**src/hw/rtl/ista_pkg.sv**
```systemverilog
`timescale 1ns / 1ps
`default_nettype none

package ista_pkg;

    localparam int unsigned NUM_SLOTS = 4096;
    localparam int unsigned SLOT_W    = $clog2(NUM_SLOTS);
    localparam int unsigned CNT_W     = SLOT_W + 1;
    localparam int unsigned ID_W      = 32;
    localparam int unsigned ACT_W     = 3;
    localparam int unsigned STAT_W    = 3;
    localparam int unsigned WORD_W    = 64;
    localparam int unsigned WBIT_W    = $clog2(WORD_W);
    localparam int unsigned NUM_WORDS = NUM_SLOTS / WORD_W;
    localparam int unsigned WADDR_W   = $clog2(NUM_WORDS);

    localparam logic [ID_W-1:0] EMPTY_ID    = 32'hFFFF_FFFF;
    localparam logic [15:0]     CUSTOM_TAG  = 16'h8000;
    localparam logic [ID_W-1:0] CUSTOM_BASE = 32'h8000_0000;

    typedef enum logic [ACT_W-1:0] {
        ACT_LOOKUP     = 3'd0,
        ACT_INSERT     = 3'd1,
        ACT_DELETE     = 3'd2,
        ACT_GET_CUSTOM = 3'd3,
        ACT_LOAD       = 3'd4
    } action_t;

    typedef enum logic [STAT_W-1:0] {
        STAT_OK          = 3'd0,
        STAT_EXISTS      = 3'd1,
        STAT_FULL        = 3'd2,
        STAT_INVALID     = 3'd3,
        STAT_NOT_FOUND   = 3'd4,
        STAT_NOT_ON_CARD = 3'd5,
        STAT_POOL_EMPTY  = 3'd6,
        STAT_DUPLICATE   = 3'd7
    } status_t;

    typedef enum logic [1:0] {
        SLOT_ZERO,
        SLOT_TGT,
        SLOT_HIT
    } slot_sel_t;

    typedef enum logic [3:0] {
        S_CLEAR,
        S_IDLE,
        S_DISPATCH,
        S_SCAN,
        S_WSCAN,
        S_CS_RD,
        S_CS_BW,
        S_CS_PW,
        S_F_RD,
        S_F_WR,
        S_RESP
    } state_t;

    typedef struct packed {
        logic      latch;
        logic      clr_run;
        logic      scan_run;
        logic      wscan_run;
        logic      wscan_pool;
        logic      cs_rd;
        logic      cs_bw;
        logic      cs_pw;
        logic      f_rd;
        logic      f_wr;
        logic      resp;
        status_t   status;
        slot_sel_t slot_sel;
    } cmd_t;

    typedef struct packed {
        action_t action;
        logic    id_empty;
        logic    slot_bad;
        logic    clr_done;
        logic    scan_done;
        logic    scan_hit;
        logic    hit_card;
        logic    hit_other;
        logic    wscan_done;
        logic    wscan_found;
        logic    out_free;
    } flags_t;

endpackage

`default_nettype wire

```
**src/hw/rtl/ista_ctrl.sv**
```systemverilog
`timescale 1ns / 1ps
`default_nettype none

module ista_ctrl (
    input  wire logic             clk,
    input  wire logic             rst_n,
    input  wire logic             in_valid,
    output logic                  in_ready,
    input  wire ista_pkg::flags_t flags,
    output ista_pkg::cmd_t        cmd
);

    ista_pkg::state_t    state_reg, state_next;
    ista_pkg::status_t   stat_reg, stat_next;
    ista_pkg::slot_sel_t sel_reg, sel_next;

    always_ff @(posedge clk or negedge rst_n)
    begin
        if (!rst_n)
        begin
            state_reg <= ista_pkg::S_CLEAR;
            stat_reg  <= ista_pkg::STAT_OK;
            sel_reg   <= ista_pkg::SLOT_ZERO;
        end
        else
        begin
            state_reg <= state_next;
            stat_reg  <= stat_next;
            sel_reg   <= sel_next;
        end
    end

    // Next state, together with the status and slot choice of the pending result.
    always_comb
    begin
        state_next = state_reg;
        stat_next  = stat_reg;
        sel_next   = sel_reg;
        unique case (state_reg)
            ista_pkg::S_CLEAR:
            begin
                if (flags.clr_done)
                begin
                    state_next = ista_pkg::S_IDLE;
                end
            end
            ista_pkg::S_IDLE:
            begin
                if (in_valid)
                begin
                    state_next = ista_pkg::S_DISPATCH;
                end
            end
            ista_pkg::S_DISPATCH:
            begin
                stat_next = ista_pkg::STAT_OK;
                sel_next  = ista_pkg::SLOT_ZERO;
                case (flags.action)
                    ista_pkg::ACT_LOOKUP:
                    begin
                        if (flags.id_empty)
                        begin
                            stat_next  = ista_pkg::STAT_NOT_FOUND;
                            state_next = ista_pkg::S_RESP;
                        end
                        else
                        begin
                            state_next = ista_pkg::S_SCAN;
                        end
                    end
                    ista_pkg::ACT_INSERT, ista_pkg::ACT_DELETE:
                    begin
                        if (flags.id_empty)
                        begin
                            stat_next  = ista_pkg::STAT_INVALID;
                            state_next = ista_pkg::S_RESP;
                        end
                        else
                        begin
                            state_next = ista_pkg::S_SCAN;
                        end
                    end
                    ista_pkg::ACT_GET_CUSTOM:
                    begin
                        state_next = ista_pkg::S_WSCAN;
                    end
                    ista_pkg::ACT_LOAD:
                    begin
                        if (flags.slot_bad)
                        begin
                            stat_next  = ista_pkg::STAT_INVALID;
                            state_next = ista_pkg::S_RESP;
                        end
                        else
                        begin
                            sel_next = ista_pkg::SLOT_TGT;
                            if (flags.id_empty)
                            begin
                                state_next = ista_pkg::S_CS_RD;
                            end
                            else
                            begin
                                state_next = ista_pkg::S_SCAN;
                            end
                        end
                    end
                    default:
                    begin
                        state_next = ista_pkg::S_RESP;
                    end
                endcase
            end
            ista_pkg::S_SCAN:
            begin
                if (flags.scan_done)
                begin
                    case (flags.action)
                        ista_pkg::ACT_LOOKUP:
                        begin
                            state_next = ista_pkg::S_RESP;
                            if (flags.scan_hit)
                            begin
                                sel_next = ista_pkg::SLOT_HIT;
                            end
                            else
                            begin
                                stat_next = ista_pkg::STAT_NOT_FOUND;
                            end
                        end
                        ista_pkg::ACT_INSERT:
                        begin
                            if (flags.scan_hit)
                            begin
                                stat_next  = ista_pkg::STAT_EXISTS;
                                state_next = ista_pkg::S_RESP;
                            end
                            else
                            begin
                                state_next = ista_pkg::S_WSCAN;
                            end
                        end
                        ista_pkg::ACT_DELETE:
                        begin
                            if (!flags.scan_hit)
                            begin
                                stat_next  = ista_pkg::STAT_NOT_FOUND;
                                state_next = ista_pkg::S_RESP;
                            end
                            else if (!flags.hit_card)
                            begin
                                stat_next  = ista_pkg::STAT_NOT_ON_CARD;
                                sel_next   = ista_pkg::SLOT_HIT;
                                state_next = ista_pkg::S_RESP;
                            end
                            else
                            begin
                                sel_next   = ista_pkg::SLOT_HIT;
                                state_next = ista_pkg::S_CS_RD;
                            end
                        end
                        default:
                        begin
                            if (flags.scan_hit && flags.hit_other)
                            begin
                                stat_next  = ista_pkg::STAT_DUPLICATE;
                                state_next = ista_pkg::S_RESP;
                            end
                            else
                            begin
                                state_next = ista_pkg::S_CS_RD;
                            end
                        end
                    endcase
                end
            end
            ista_pkg::S_WSCAN:
            begin
                if (flags.wscan_done)
                begin
                    if (flags.action == ista_pkg::ACT_GET_CUSTOM)
                    begin
                        state_next = ista_pkg::S_RESP;
                        if (!flags.wscan_found)
                        begin
                            stat_next = ista_pkg::STAT_POOL_EMPTY;
                        end
                    end
                    else if (flags.wscan_found)
                    begin
                        sel_next   = ista_pkg::SLOT_TGT;
                        state_next = ista_pkg::S_F_RD;
                    end
                    else
                    begin
                        stat_next  = ista_pkg::STAT_FULL;
                        state_next = ista_pkg::S_RESP;
                    end
                end
            end
            ista_pkg::S_CS_RD:
            begin
                state_next = ista_pkg::S_CS_BW;
            end
            ista_pkg::S_CS_BW:
            begin
                state_next = ista_pkg::S_CS_PW;
            end
            ista_pkg::S_CS_PW:
            begin
                if (flags.action == ista_pkg::ACT_LOAD && !flags.id_empty)
                begin
                    state_next = ista_pkg::S_F_RD;
                end
                else
                begin
                    state_next = ista_pkg::S_RESP;
                end
            end
            ista_pkg::S_F_RD:
            begin
                state_next = ista_pkg::S_F_WR;
            end
            ista_pkg::S_F_WR:
            begin
                state_next = ista_pkg::S_RESP;
            end
            ista_pkg::S_RESP:
            begin
                if (flags.out_free)
                begin
                    state_next = ista_pkg::S_IDLE;
                end
            end
            default:
            begin
                state_next = ista_pkg::S_IDLE;
            end
        endcase
    end

    always_comb
    begin
        cmd          = '0;
        cmd.status   = stat_reg;
        cmd.slot_sel = sel_reg;
        in_ready     = 1'b0;
        unique case (state_reg)
            ista_pkg::S_CLEAR:    cmd.clr_run = 1'b1;
            ista_pkg::S_IDLE:
            begin
                in_ready  = 1'b1;
                cmd.latch = in_valid;
            end
            ista_pkg::S_SCAN:     cmd.scan_run = 1'b1;
            ista_pkg::S_WSCAN:
            begin
                cmd.wscan_run  = 1'b1;
                cmd.wscan_pool = (flags.action == ista_pkg::ACT_GET_CUSTOM);
            end
            ista_pkg::S_CS_RD:    cmd.cs_rd = 1'b1;
            ista_pkg::S_CS_BW:    cmd.cs_bw = 1'b1;
            ista_pkg::S_CS_PW:    cmd.cs_pw = 1'b1;
            ista_pkg::S_F_RD:     cmd.f_rd = 1'b1;
            ista_pkg::S_F_WR:     cmd.f_wr = 1'b1;
            ista_pkg::S_RESP:     cmd.resp = flags.out_free;
            default:              cmd.latch = 1'b0;
        endcase
    end

endmodule

`default_nettype wire

```
**config.mk**
```make
export PLATFORM = sky130hd
export DESIGN_NAME = ista_ctrl
export DESIGN_NICKNAME = d
export VERILOG_FILES = /design/src/hw/rtl/ista_pkg.sv /design/src/hw/rtl/ista_ctrl.sv
export SDC_FILE = /design/constraint.sdc
export NUM_CORES = 1
export LEC_CHECK = 0
export ABC_AREA = 1
export BUFFER_PORTS_ARGS = -buffer_cell sky130_fd_sc_hd__buf_2
export CAP_MARGIN = 5
export CORE_UTILIZATION = 24
export CTS_BUF_LIST = sky130_fd_sc_hd__clkbuf_4
export DETAILED_ROUTE_END_ITERATION = 7
export GPL_ROUTABILITY_DRIVEN = 1
export MAX_ROUTING_LAYER = met4
export SLEW_MARGIN = 25
export SYNTH_ARGS = -nofsm -noshare
export SYNTH_HDL_FRONTEND = slang
export SYNTH_SLANG_ARGS = --single-unit
```
**constraint.sdc**
```tcl
create_clock -name clk -period 3.87 [get_ports clk]
set_input_delay 0 -clock clk [delete_from_list [all_inputs] [get_ports clk]]
set_output_delay 0 -clock clk [all_outputs]
set_load 0.02 [all_outputs]
```
==> insert_results.sql, run 1 <==
INSERT INTO impl_metrics (metric_group, metric, value, unit) VALUES
('outcome', 'status', 'completed', ''),
('pwr', 'total_leakage_power', '0.000784', 'µW'),
('floorplanning', 'die-width', '67.4', 'µm'),
('min_path', 'hold_path.class', 'input port to register', ''),
('detailed_routing', 'routed_wire_length_per_instance', '10.6', 'µm'),
('critical_path', 'critical_path.endpoint_type', 'register', ''),
('critical_path', 'cp.required', '4.02', 'ns'),
('cells_and_area', 'multiInputGateArea', '691', 'µm²'),
('cells_and_area', 'antenna_cells', '0', ''),
('timing', 'grt_setup_unrepaired', 'no', ''),
('floorplanning', 'placementRows', '23', ''),
('detailed_routing', 'ant_nets', '0', ''),
('timing', 'setup_viol', '0', ''),
('placed_design', 'dpl.hpwl', '2360', 'µm'),
('critical_path', 'launch_instance_of_the_worst_register_to_register_path', 'state_reg[0]', ''),
('clock_network', 'path_clk_slew', '0.06', 'ns'),
('synthesis', 'synth_compound_area_frac', '0.0719', ''),
('cells_and_area', 'final_util', '0.315', ''),
('clock_network', 'tritoncts_clock_tree', 'built', ''),
('synthesis', 'area_share_of_fa_ha_maj_cells_after_synthesis', '0', ''),
('synthesis', 'synth_simple_gate_area_frac', '0.600', ''),
('synthesis', 'seq_area_frac_synth', '0.219', ''),
('clock_network', 'h-tree-depth', '1', ''),
('timing', 'fmaxAchievable', '677', 'MHz'),
('floorplanning', 'floorplan.die.height', '67.4', 'µm'),
('cells_and_area', 'final_common_cell', 'nand2_1', ''),
('global_route', 'grt_pass1_vias', '1095', ''),
('clock_network', 'numCtsBuffers', '3', ''),
('clock_network', 'ctsResizeCount', '0', ''),
('timing', 'tightestPinTransition', '0.293', 'ns'),
('timing', 'report.final.slew_viol_count', '0', ''),
('critical_path', 'critical_path_arrival', '1.63', 'ns'),
('clock_network', 'clock_insertion_delay_worst_skew', '0.26', 'ns'),
('floorplanning', 'design.portCount', '33', ''),
('synthesis', 'largest_family_of_logic_cells_by_synthesized_area', 'simple AND/OR/NAND/NOR gates', ''),
('clock_network', 'cts-root-buf', 'clkbuf_4', ''),
('critical_path', 'worstPathMaxFanout', '6', ''),
('detailed_routing', 'drc', '0', ''),
('floorplanning', 'start_util', '0.253', ''),
('cells_and_area', 'final_net_count', '231', ''),
('timing', 'relSlewSlack', '0.804', ''),
('global_route', 'grt_max_degree', '11', ''),
('global_route', 'grt_antenna_before_repair', '0', ''),
('synthesis', 'mappedNetlistArea', '1030', 'µm²'),
('placed_design', 'portBuffers', '32', ''),
('timing', 'timing.final.crit_period', '1.48', 'ns'),
('clock_network', 'clk_path_buf_depth', '2', ''),
('synthesis', 'syn_nets', '195', ''),
('synthesis', 'postSynthRegisterBits', '9', ''),
('placed_design', 'gp_congestion', '0.890', ''),
('floorplanning', 'die_footprint', '4550', 'µm²'),
('critical_path', 'critPathLaunch', 'state_reg[0]', ''),
('clock_network', 'tritoncts_num_sinks', '9', ''),
('timing', 'fin_crit_sh', '0.382', ''),
('cells_and_area', 'regArea', '225', 'µm²'),
('timing', 'hold_slack', '0.0233', 'ns'),
('pwr', 'worst_vdd_drop', '0.150', 'mV'),
('critical_path', 'worst-setup-path-type', 'register to register', ''),
('timing', 'setup_tns', '0', 'ns'),
('global_route', 'grt_first_pass_wirelength', '4830', 'µm'),
('cells_and_area', 'area_growth', '24.6', '%'),
('synthesis', 'yosysWarningCount', '0', ''),
('cells_and_area', 'number_of_flip_flops_under_the_largest_register_name', '4', ''),
('cells_and_area', 'layout.cells.most_common_list', '61 x nand2_1, 32 x buf_2, 25 x nor2_1', ''),
('detailed_routing', 'drtPass1Iterations', '4', ''),
('flow_run', 'drv.max_cap_violation_count', '0', ''),
('cells_and_area', 'fillerInstances', '462', ''),
('synthesis', 'synthMuxAreaShare', '0', ''),
('floorplanning', 'design.core.area', '4060', 'µm²'),
('global_route', 'grt.overflow.total', '0', ''),
('detailed_routing', 'detailroute.via_count', '1178', ''),
('critical_path', 'worst_setup_path_start_kind', 'register', ''),
('cells_and_area', 'layout_cells_sized_above_1', '0.257', ''),
('synthesis', 'gate_count_post_synth', '179', ''),
('synthesis', 'synthDistinctLibCells', '23', ''),
('detailed_routing', 'final_wl', '2810', 'µm'),
('synthesis', 'synth_area_per_cell', '5.74', 'µm²'),
('global_route', 'grt_usage', '0.143', ''),
('pwr', 'power.density', '602', 'nW/µm²'),
('detailed_routing', 'initialDrtViolationCount', '71', ''),
('timing', 'final.setup_skew', '0.00282', 'ns'),
('synthesis', 'post_synth_xor_area_fraction', '0', ''),
('detailed_routing', 'vias_cell', '4.46', ''),
('min_path', 'worst_hold_launch', 'flags[0]', ''),
('timing', 'hold_violations', '0', '');
-- cell families after synthesis --
family / after synthesis
AND/OR/NAND/NOR: 128
buffers and inverters: 29
AO/OA/AOI/OAI: 13
flip-flops: 9
-- synth_stat cells (all sizes together) --
library cell | number | area share
nand2 | 67 | 0.26
nor2 | 31 | 0.16
inv | 27 | 0.099
nand3 | 22 | 0.12
dfrtp | 9 | 0.22
o21ai | 8 | 0.039
a21oi | 3 | 0.018
nand4 | 3 | 0.018
buf | 2 | 0.0097
nand3b | 2 | 0.015
nor3 | 2 | 0.0097
nor3b | 1 | 0.0073
o211ai | 1 | 0.0073
o21bai | 1 | 0.0073
-- worst paths after layout --
check | to | slack, ns | cells past startpoint
worst max-delay path | stat_reg[1] | 2.39 | 10
worst min-delay path | state_reg[3] | 0.02 | 4
worst max register to register | stat_reg[1] | 2.39 | 10
worst min register to register | stat_reg[0] | 0.46 | 2
max in group asynchronous | stat_reg[0] | 3.56 | 2
min in group asynchronous | state_reg[3] | 0.13 | 2
-- metrics by stage --
step	total power [µW]	std cells	worst slack [ns]	area, µm²
2_1_floorplan	563	179	2.38	1030
3_3_place_gp	694	259	2.41	1240
3_5_place_dp	692	259	2.41	1240
4_1_cts	776	264	2.39	1280
5_1_grt	843	264	2.25	1280
6_report	771	264	2.39	1280
-- per-layer routing --
layer	vias to the layer above	routed length (µm)	track usage
met1	512	1450	0.195
met4	0	0	0.0505
met2	31	1230	0.220
met5	-	0	-
li1	635	-	-
met3	0	125	0.0118
-- report_power, final --
part	switching [µW]	internal (µW)
clock	33.1	46.7
combinational	356	171
sequential	33.1	130
-- what timing repair did --
action | CTS | global route
endpoints found under the hold margin | 9 | 0
buffers inserted | 0 | 0
hold buffers | 1 | 0
-- worst max-delay path, stage by stage, from the launching register on --
cell     delay, ns
dfrtp_1       0.45
inv_1         0.12
nand2_1       0.12
nor2_2        0.25
inv_2         0.07
nand2_4       0.08
nand2_1       0.05
inv_1         0.05
nand3_2       0.07
nand2_1       0.07
nand2_1       0.05
-- final cells by class --
cell class,instances,share of cell area
repair buffers,33,0.133
inverters,27,0.0792
clock buffers,4,0.0235
multi-input cells,141,0.540
well taps,50,0.0489
flip-flops and latches,9,0.176
(Power assumes the default switching activity.)
==> inputs of run 2 (changes only) <==
==> constraint.sdc (replaced) <==
create_clock -name clk -period 1.3 [get_ports clk]
set_input_delay 0 -clock clk [delete_from_list [all_inputs] [get_ports clk]]
set_output_delay 0 -clock clk [all_outputs]
set_load 0.02 [all_outputs]
==> insert_results.sql, run 2 (synthesis gave the netlist of run 1 again) <==
INSERT INTO impl_metrics (metric_group, metric, value, unit) VALUES
('global_route', 'grt_antenna_before_repair', '0', ''),
('pwr', 'power.total', '2880', 'µW'),
('global_route', 'grt_first_pass_wirelength', '4930', 'µm'),
('critical_path', 'critical_path_arrival', '1.55', 'ns'),
('placed_design', 'pre_cts_slack', '-0.0961', 'ns'),
('timing', 'fmaxAchievable', '717', 'MHz'),
('critical_path', 'worst_setup_path_start_kind', 'register', ''),
('clock_network', 'h-tree-depth', '1', ''),
('detailed_routing', 'routed_wire_length_per_instance', '10.6', 'µm'),
('floorplanning', 'floorplan.die.height', '67.4', 'µm'),
('outcome', 'violations_in_the_final_reports', 'setup timing', ''),
('critical_path', 'path_delay_family', 'simple AND/OR/NAND/NOR gates', ''),
('clock_network', 'cts-root-buf', 'clkbuf_4', ''),
('cells_and_area', 'layout.cells.most_common_list', '54 x nand2_1, 24 x buf_2, 20 x buf_4', ''),
('floorplanning', 'die_footprint', '4550', 'µm²'),
('critical_path', 'worstPathMaxFanout', '7', ''),
('floorplanning', 'die-width', '67.4', 'µm'),
('placed_design', 'gp_congestion', '0.885', ''),
('clock_network', 'tritoncts_clock_tree', 'built', ''),
('floorplanning', 'start_util', '0.253', ''),
('outcome', 'status', 'complete, but fails checks', ''),
('timing', 'setup_viol', '16', ''),
('cells_and_area', 'area_growth', '54.4', '%'),
('cells_and_area', 'final_standard_cell_area_without_fillers', '1590', 'µm²'),
('cells_and_area', 'layout_cells_sized_above_1', '0.444', ''),
('detailed_routing', 'final_wl', '3020', 'µm'),
('critical_path', 'crit_chain', 'inv_4 > nand2_4 > nor2_8 > nand2_1 > nand2_1 > nor2_1 > nand3_1 > nand2_1', ''),
('timing', 'tightestPinTransition', '0.255', 'ns'),
('critical_path', 'timing.critical_path.slowest_stage_cell', 'dfrtp_2', ''),
('clock_network', 'path_clk_slew', '0.06', 'ns'),
('global_route', 'grt_max_degree', '10', ''),
('timing', 'final.setup_skew', '0.00452', 'ns'),
('timing', 'relSlewSlack', '0.830', ''),
('timing', 'final_critical_path_setup_slack', '-0.0953', 'ns'),
('floorplanning', 'placementRows', '23', ''),
('cells_and_area', 'final_net_count', '251', ''),
('critical_path', 'critical_path.endpoint_type', 'register', ''),
('placed_design', 'dpl.hpwl', '2460', 'µm'),
('min_path', 'hold_path.class', 'input port to async pin', ''),
('critical_path', 'ff2ff_setup_slack', '-0.1', 'ns'),
('clock_network', 'clk_path_buf_depth', '2', ''),
('pwr', 'power.density', '1810', 'nW/µm²'),
('timing', 'grt_setup_unrepaired', 'yes', ''),
('critical_path', 'launch_instance_of_the_worst_register_to_register_path', 'state_reg[3]', ''),
('global_route', 'grt.overflow.total', '0', ''),
('detailed_routing', 'initialDrtViolationCount', '55', ''),
('flow_run', 'drv.max_cap_violation_count', '0', ''),
('detailed_routing', 'detailroute.via_count', '1262', ''),
('clock_network', 'tritoncts_num_sinks', '9', ''),
('timing', 'hold_violations', '0', ''),
('timing', 'timing.final.crit_period', '1.40', 'ns'),
('detailed_routing', 'vias_cell', '4.44', ''),
('detailed_routing', 'ant_nets', '0', ''),
('timing', 'hold_slack', '0.112', 'ns'),
('cells_and_area', 'count_of_non_filler_cells_in_the_finished_layout', '284', ''),
('pwr', 'total_leakage_power', '0.000901', 'µW'),
('timing', 'report.final.slew_viol_count', '0', ''),
('placed_design', 'portBuffers', '32', ''),
('clock_network', 'clock_insertion_delay_worst_skew', '0.26', 'ns'),
('floorplanning', 'design.portCount', '33', ''),
('critical_path', 'critical_path.max_stage_delay', '0.46', 'ns'),
('detailed_routing', 'drtPass1Iterations', '4', ''),
('critical_path', 'reg2regPathDepth', '8', ''),
('placed_design', 'place_inst', '275', ''),
('clock_network', 'numCtsBuffers', '3', ''),
('critical_path', 'cp.required', '1.45', 'ns'),
('detailed_routing', 'drc', '0', ''),
('cells_and_area', 'antenna_cells', '0', ''),
('placed_design', 'place_area', '1390', 'µm²'),
('timing', 'fin_crit_sh', '1.07', ''),
('critical_path', 'worst_r2r_endpoint', 'stat_reg[1]', ''),
('pwr', 'worst_vdd_drop', '0.457', 'mV'),
('global_route', 'grt_pass1_vias', '1134', ''),
('floorplanning', 'design.core.area', '4060', 'µm²'),
('critical_path', 'worst-setup-path-type', 'register to register', ''),
('cells_and_area', 'number_of_flip_flops_under_the_largest_register_name', '4', ''),
('critical_path', 'count_of_buffering_cells_on_the_critical_path_with_inverters_included', '1', ''),
('cells_and_area', 'final_common_cell', 'nand2_1', ''),
('critical_path', 'cp_common_cell', 'nand2_1', ''),
('global_route', 'grt_usage', '0.147', '');
-- run 2: cell count changes in the layout (fill, tap and decap cells not counted), sizes merged --
cell / previous run / this run
buf: 32 / 52
-- run 2: what timing repair did --
item	CTS	global route
pin swaps	8	2
endpoints found under the setup margin	18	21
hold buffers	1	0
endpoints found under the hold margin	9	0
gates resized for setup	27	17
setup buffers	3	1
-- run 2: how the worst max path moves through the flow --
stage | cells past startpoint | to | slack [ns] | startpoint
final | 8 | stat_reg[1] | -0.1 | state_reg[3]
after global routing | 9 | state_reg[2] | -0.19 | state_reg[2]
after CTS | 8 | state_reg[1] | -0.11 | state_reg[3]
after detailed placement | 10 | state_reg[2] | -0.1 | state_reg[0]
after global placement | 10 | stat_reg[0] | -0.11 | state_reg[3]
after floorplan | 10 | stat_reg[0] | -0.03 | state_reg[3]
-- run 2: final cells by class --
type                            instances  area (µm²)
Tap cell                               50        62.6
Inverter                               27         106
Sequential cell                         9         230
Timing Repair Buffer                   53         370
Fill cell                             441        2470
Clock buffer                            4        30.0
Multi-Input combinational cell        141         787
-- run 2: report_power, final --
part           switching, µW  internal (µW)
Sequential               141            397
Combinational           1250            852
Clock                   97.0            139
-- run 2: worst register-to-register path: cells and delay by family, from the launching register on --
family | cells | cell delay, ns
buffers and inverters | 1 | 0.11
flip-flops | 1 | 0.46
AND/OR/NAND/NOR | 7 | 0.72
-- run 2: per-layer routing --
layer | vias to the layer above | part of all wire | track usage | routed length [µm]
li1 | 671 | - | - | -
met4 | 0 | 0.022 | 0.0638 | 66
met3 | 7 | 0.029 | 0.00507 | 86
met5 | - | 0 | - | 0
met1 | 556 | 0.48 | 0.190 | 1460
met2 | 28 | 0.47 | 0.236 | 1400
-- run 2: per-stage QoR --
| stage | setup TNS [ns] | util |
|---|---|---|
| finish | -0.944 | 0.391 |
| global route | -2.37 | 0.391 |
| CTS | -1.23 | 0.376 |
| detailed placement | -0.675 | 0.344 |
| global placement | -0.792 | 0.344 |
| floorplan | -0.0873 | - |
==> inputs of run 3 (changes only) <==
--- a/config.mk
+++ b/config.mk
@@ -13,6 +13,8 @@
 export DETAILED_ROUTE_END_ITERATION = 7
 export GPL_ROUTABILITY_DRIVEN = 1
 export MAX_ROUTING_LAYER = met4
+export PLACE_DENSITY = 0.41
+export RECOVER_POWER = 50
 export SLEW_MARGIN = 25
 export SYNTH_ARGS = -nofsm -noshare
 export SYNTH_HDL_FRONTEND = slang
==> insert_results.sql, run 3 (synthesis gave the netlist of run 1 again) <==
INSERT INTO impl_metrics (metric_group, metric, value, unit) VALUES
('outcome', 'status', 'complete, but fails checks', ''),
('outcome', 'violations_in_the_final_reports', 'setup timing', ''),
('detailed_routing', 'drtPass1Iterations', '4', ''),
('cells_and_area', 'final_util', '0.418', ''),
('timing', 'report.final.slew_viol_count', '0', ''),
('timing', 'grt_setup_unrepaired', 'yes', ''),
('cells_and_area', 'layout_cells_sized_above_1', '0.498', ''),
('cells_and_area', 'area_growth', '65.0', '%'),
('critical_path', 'ff2ff_setup_slack', '-0.12', 'ns'),
('floorplanning', 'floorplan.die.height', '67.4', 'µm'),
('critical_path', 'crit_chain', 'inv_4 > nand2_2 > inv_2 > nand2_2 > buf_4 > nor2_1 > buf_4', ''),
('min_path', 'hold_path.class', 'input port to register', ''),
('timing', 'relSlewSlack', '0.673', ''),
('critical_path', 'worst_r2r_endpoint', 'stat_reg[1]', ''),
('timing', 'final_critical_path_setup_slack', '-0.123', 'ns'),
('floorplanning', 'placementRows', '23', ''),
('critical_path', 'path_delay_family', 'flip-flops', ''),
('critical_path', 'reg2regPathDepth', '9', ''),
('global_route', 'grt_antenna_before_repair', '0', ''),
('detailed_routing', 'routed_wire_length_per_instance', '11.7', 'µm'),
('critical_path', 'worst-setup-path-type', 'register to output pin', ''),
('placed_design', 'place_area', '1410', 'µm²'),
('global_route', 'grt_max_degree', '10', ''),
('cells_and_area', 'number_of_flip_flops_under_the_largest_register_name', '4', ''),
('clock_network', 'clk_path_buf_depth', '2', ''),
('clock_network', 'tritoncts_num_sinks', '9', ''),
('cells_and_area', 'final_standard_cell_area_without_fillers', '1700', 'µm²'),
('cells_and_area', 'layout.cells.most_common_list', '47 x nand2_1, 22 x buf_2, 18 x nand3_1, 18 x buf_4, 15 x inv_1', ''),
('critical_path', 'worst_setup_path_start_kind', 'register', ''),
('cells_and_area', 'fillerInstances', '464', ''),
('timing', 'fmaxAchievable', '703', 'MHz'),
('critical_path', 'critical_path.max_stage_delay', '0.49', 'ns'),
('floorplanning', 'design.portCount', '33', ''),
('placed_design', 'dpl.hpwl', '2770', 'µm'),
('timing', 'hold_violations', '0', ''),
('min_path', 'worst_hold_launch', 'flags[2]', ''),
('cells_and_area', 'final_net_count', '252', ''),
('critical_path', 'count_of_buffering_cells_on_the_critical_path_with_inverters_included', '4', ''),
('critical_path', 'critical_path_arrival', '1.42', 'ns'),
('global_route', 'grt.overflow.total', '0', ''),
('cells_and_area', 'antenna_cells', '0', ''),
('min_path', 'holdPathEnd', 'state_reg[2]', ''),
('floorplanning', 'die_footprint', '4550', 'µm²'),
('placed_design', 'gp_congestion', '0.799', ''),
('pwr', 'worst_vdd_drop', '0.573', 'mV'),
('global_route', 'grt_first_pass_wirelength', '5260', 'µm'),
('clock_network', 'numCtsBuffers', '3', ''),
('critical_path', 'critical_path.endpoint_type', 'output pin', ''),
('clock_network', 'cts-root-buf', 'clkbuf_4', ''),
('timing', 'final.setup_skew', '0.00135', 'ns'),
('pwr', 'total_leakage_power', '0.000924', 'µW'),
('timing', 'hold_slack', '0.130', 'ns'),
('critical_path', 'worstPathMaxFanout', '5', ''),
('detailed_routing', 'detailroute.via_count', '1312', ''),
('detailed_routing', 'ant_nets', '0', ''),
('placed_design', 'pre_cts_slack', '-0.257', 'ns'),
('detailed_routing', 'drc', '0', ''),
('detailed_routing', 'final_wl', '3340', 'µm'),
('global_route', 'grt_pass1_vias', '1252', ''),
('timing', 'tightestPinTransition', '0.490', 'ns'),
('min_path', 'hold_path_stages', '4', ''),
('clock_network', 'tritoncts_clock_tree', 'built', ''),
('placed_design', 'portBuffers', '32', ''),
('flow_run', 'drv.max_cap_violation_count', '0', ''),
('timing', 'timing.final.crit_period', '1.42', 'ns'),
('floorplanning', 'start_util', '0.253', ''),
('critical_path', 'cp.required', '1.30', 'ns'),
('critical_path', 'timing.critical_path.slowest_stage_cell', 'dfrtp_2', ''),
('timing', 'fin_crit_sh', '1.09', ''),
('clock_network', 'clock_insertion_delay_worst_skew', '0.25', 'ns'),
('detailed_routing', 'initialDrtViolationCount', '22', ''),
('floorplanning', 'design.core.area', '4060', 'µm²'),
('clock_network', 'h-tree-depth', '1', ''),
('cells_and_area', 'final_common_cell', 'nand2_1', ''),
('pwr', 'power.density', '1910', 'nW/µm²'),
('timing', 'setup_viol', '16', ''),
('floorplanning', 'die-width', '67.4', 'µm'),
('global_route', 'grt_usage', '0.159', ''),
('pwr', 'power.total', '3240', 'µW'),
('critical_path', 'launch_instance_of_the_worst_register_to_register_path', 'state_reg[3]', ''),
('clock_network', 'path_clk_slew', '0.06', 'ns'),
('detailed_routing', 'vias_cell', '4.60', '');
run 3: final cells by class:
class	instances	area [µm²]	area share
multi-input cells	141	865	0.510
repair buffers	54	403	0.238
flip-flops and latches	9	229	0.135
inverters	27	106	0.0627
well taps	50	62.6	0.0369
clock buffers	4	30.0	0.0177
run 3: worst max-delay path by stage:
stage	from	end	slack, ns	cells after the start
after global routing	state_reg[0]	cmd[5]	-0.20	7
final	state_reg[0]	cmd[5]	-0.12	7
after global placement	state_reg[0]	state_reg[2]	-0.26	10
after floorplan	state_reg[3]	stat_reg[0]	-0.03	10
after CTS	state_reg[0]	cmd[5]	-0.10	7
after detailed placement	state_reg[0]	state_reg[2]	-0.26	10
run 3: where the power goes:
group	total [µW]	switching [µW]	internal, µW
registers	548	153	395
logic	2460	1440	1020
clock network	225	86.9	138
run 3: per-layer routing:
metal  GRT usage  part of all wire  wire length, µm
met4      0.0266             0.019               63
met3      0.0372             0.041              136
met2       0.291              0.51             1710
met1       0.174              0.43             1430
met5           -                 0                0
run 3: timing repair:
action                     in CTS  in global routing
setup endpoints to repair      18                 18
hold endpoints to repair        9                  0
gates resized for setup        32                 37
buffers inserted                3                  2
hold buffers                    1                  0
pin swaps                      10                 16
run 3: through the flow:
| step | instances | TNS [ns] |
|---|---|---|
| after CTS | 283 | -1.24 |
| after global routing | 285 | -2.56 |
| after floorplan | 179 | -0.0873 |
| after detailed placement | 275 | -1.49 |
| final | 285 | -1.26 |
| after global placement | 275 | -1.57 |
run 3: tightest hold or removal path, stage by stage:
cell and delay [ns]:
buf_2 0.07, nand3b_1 0.13, buf_4 0.11, nand2_1 0.04
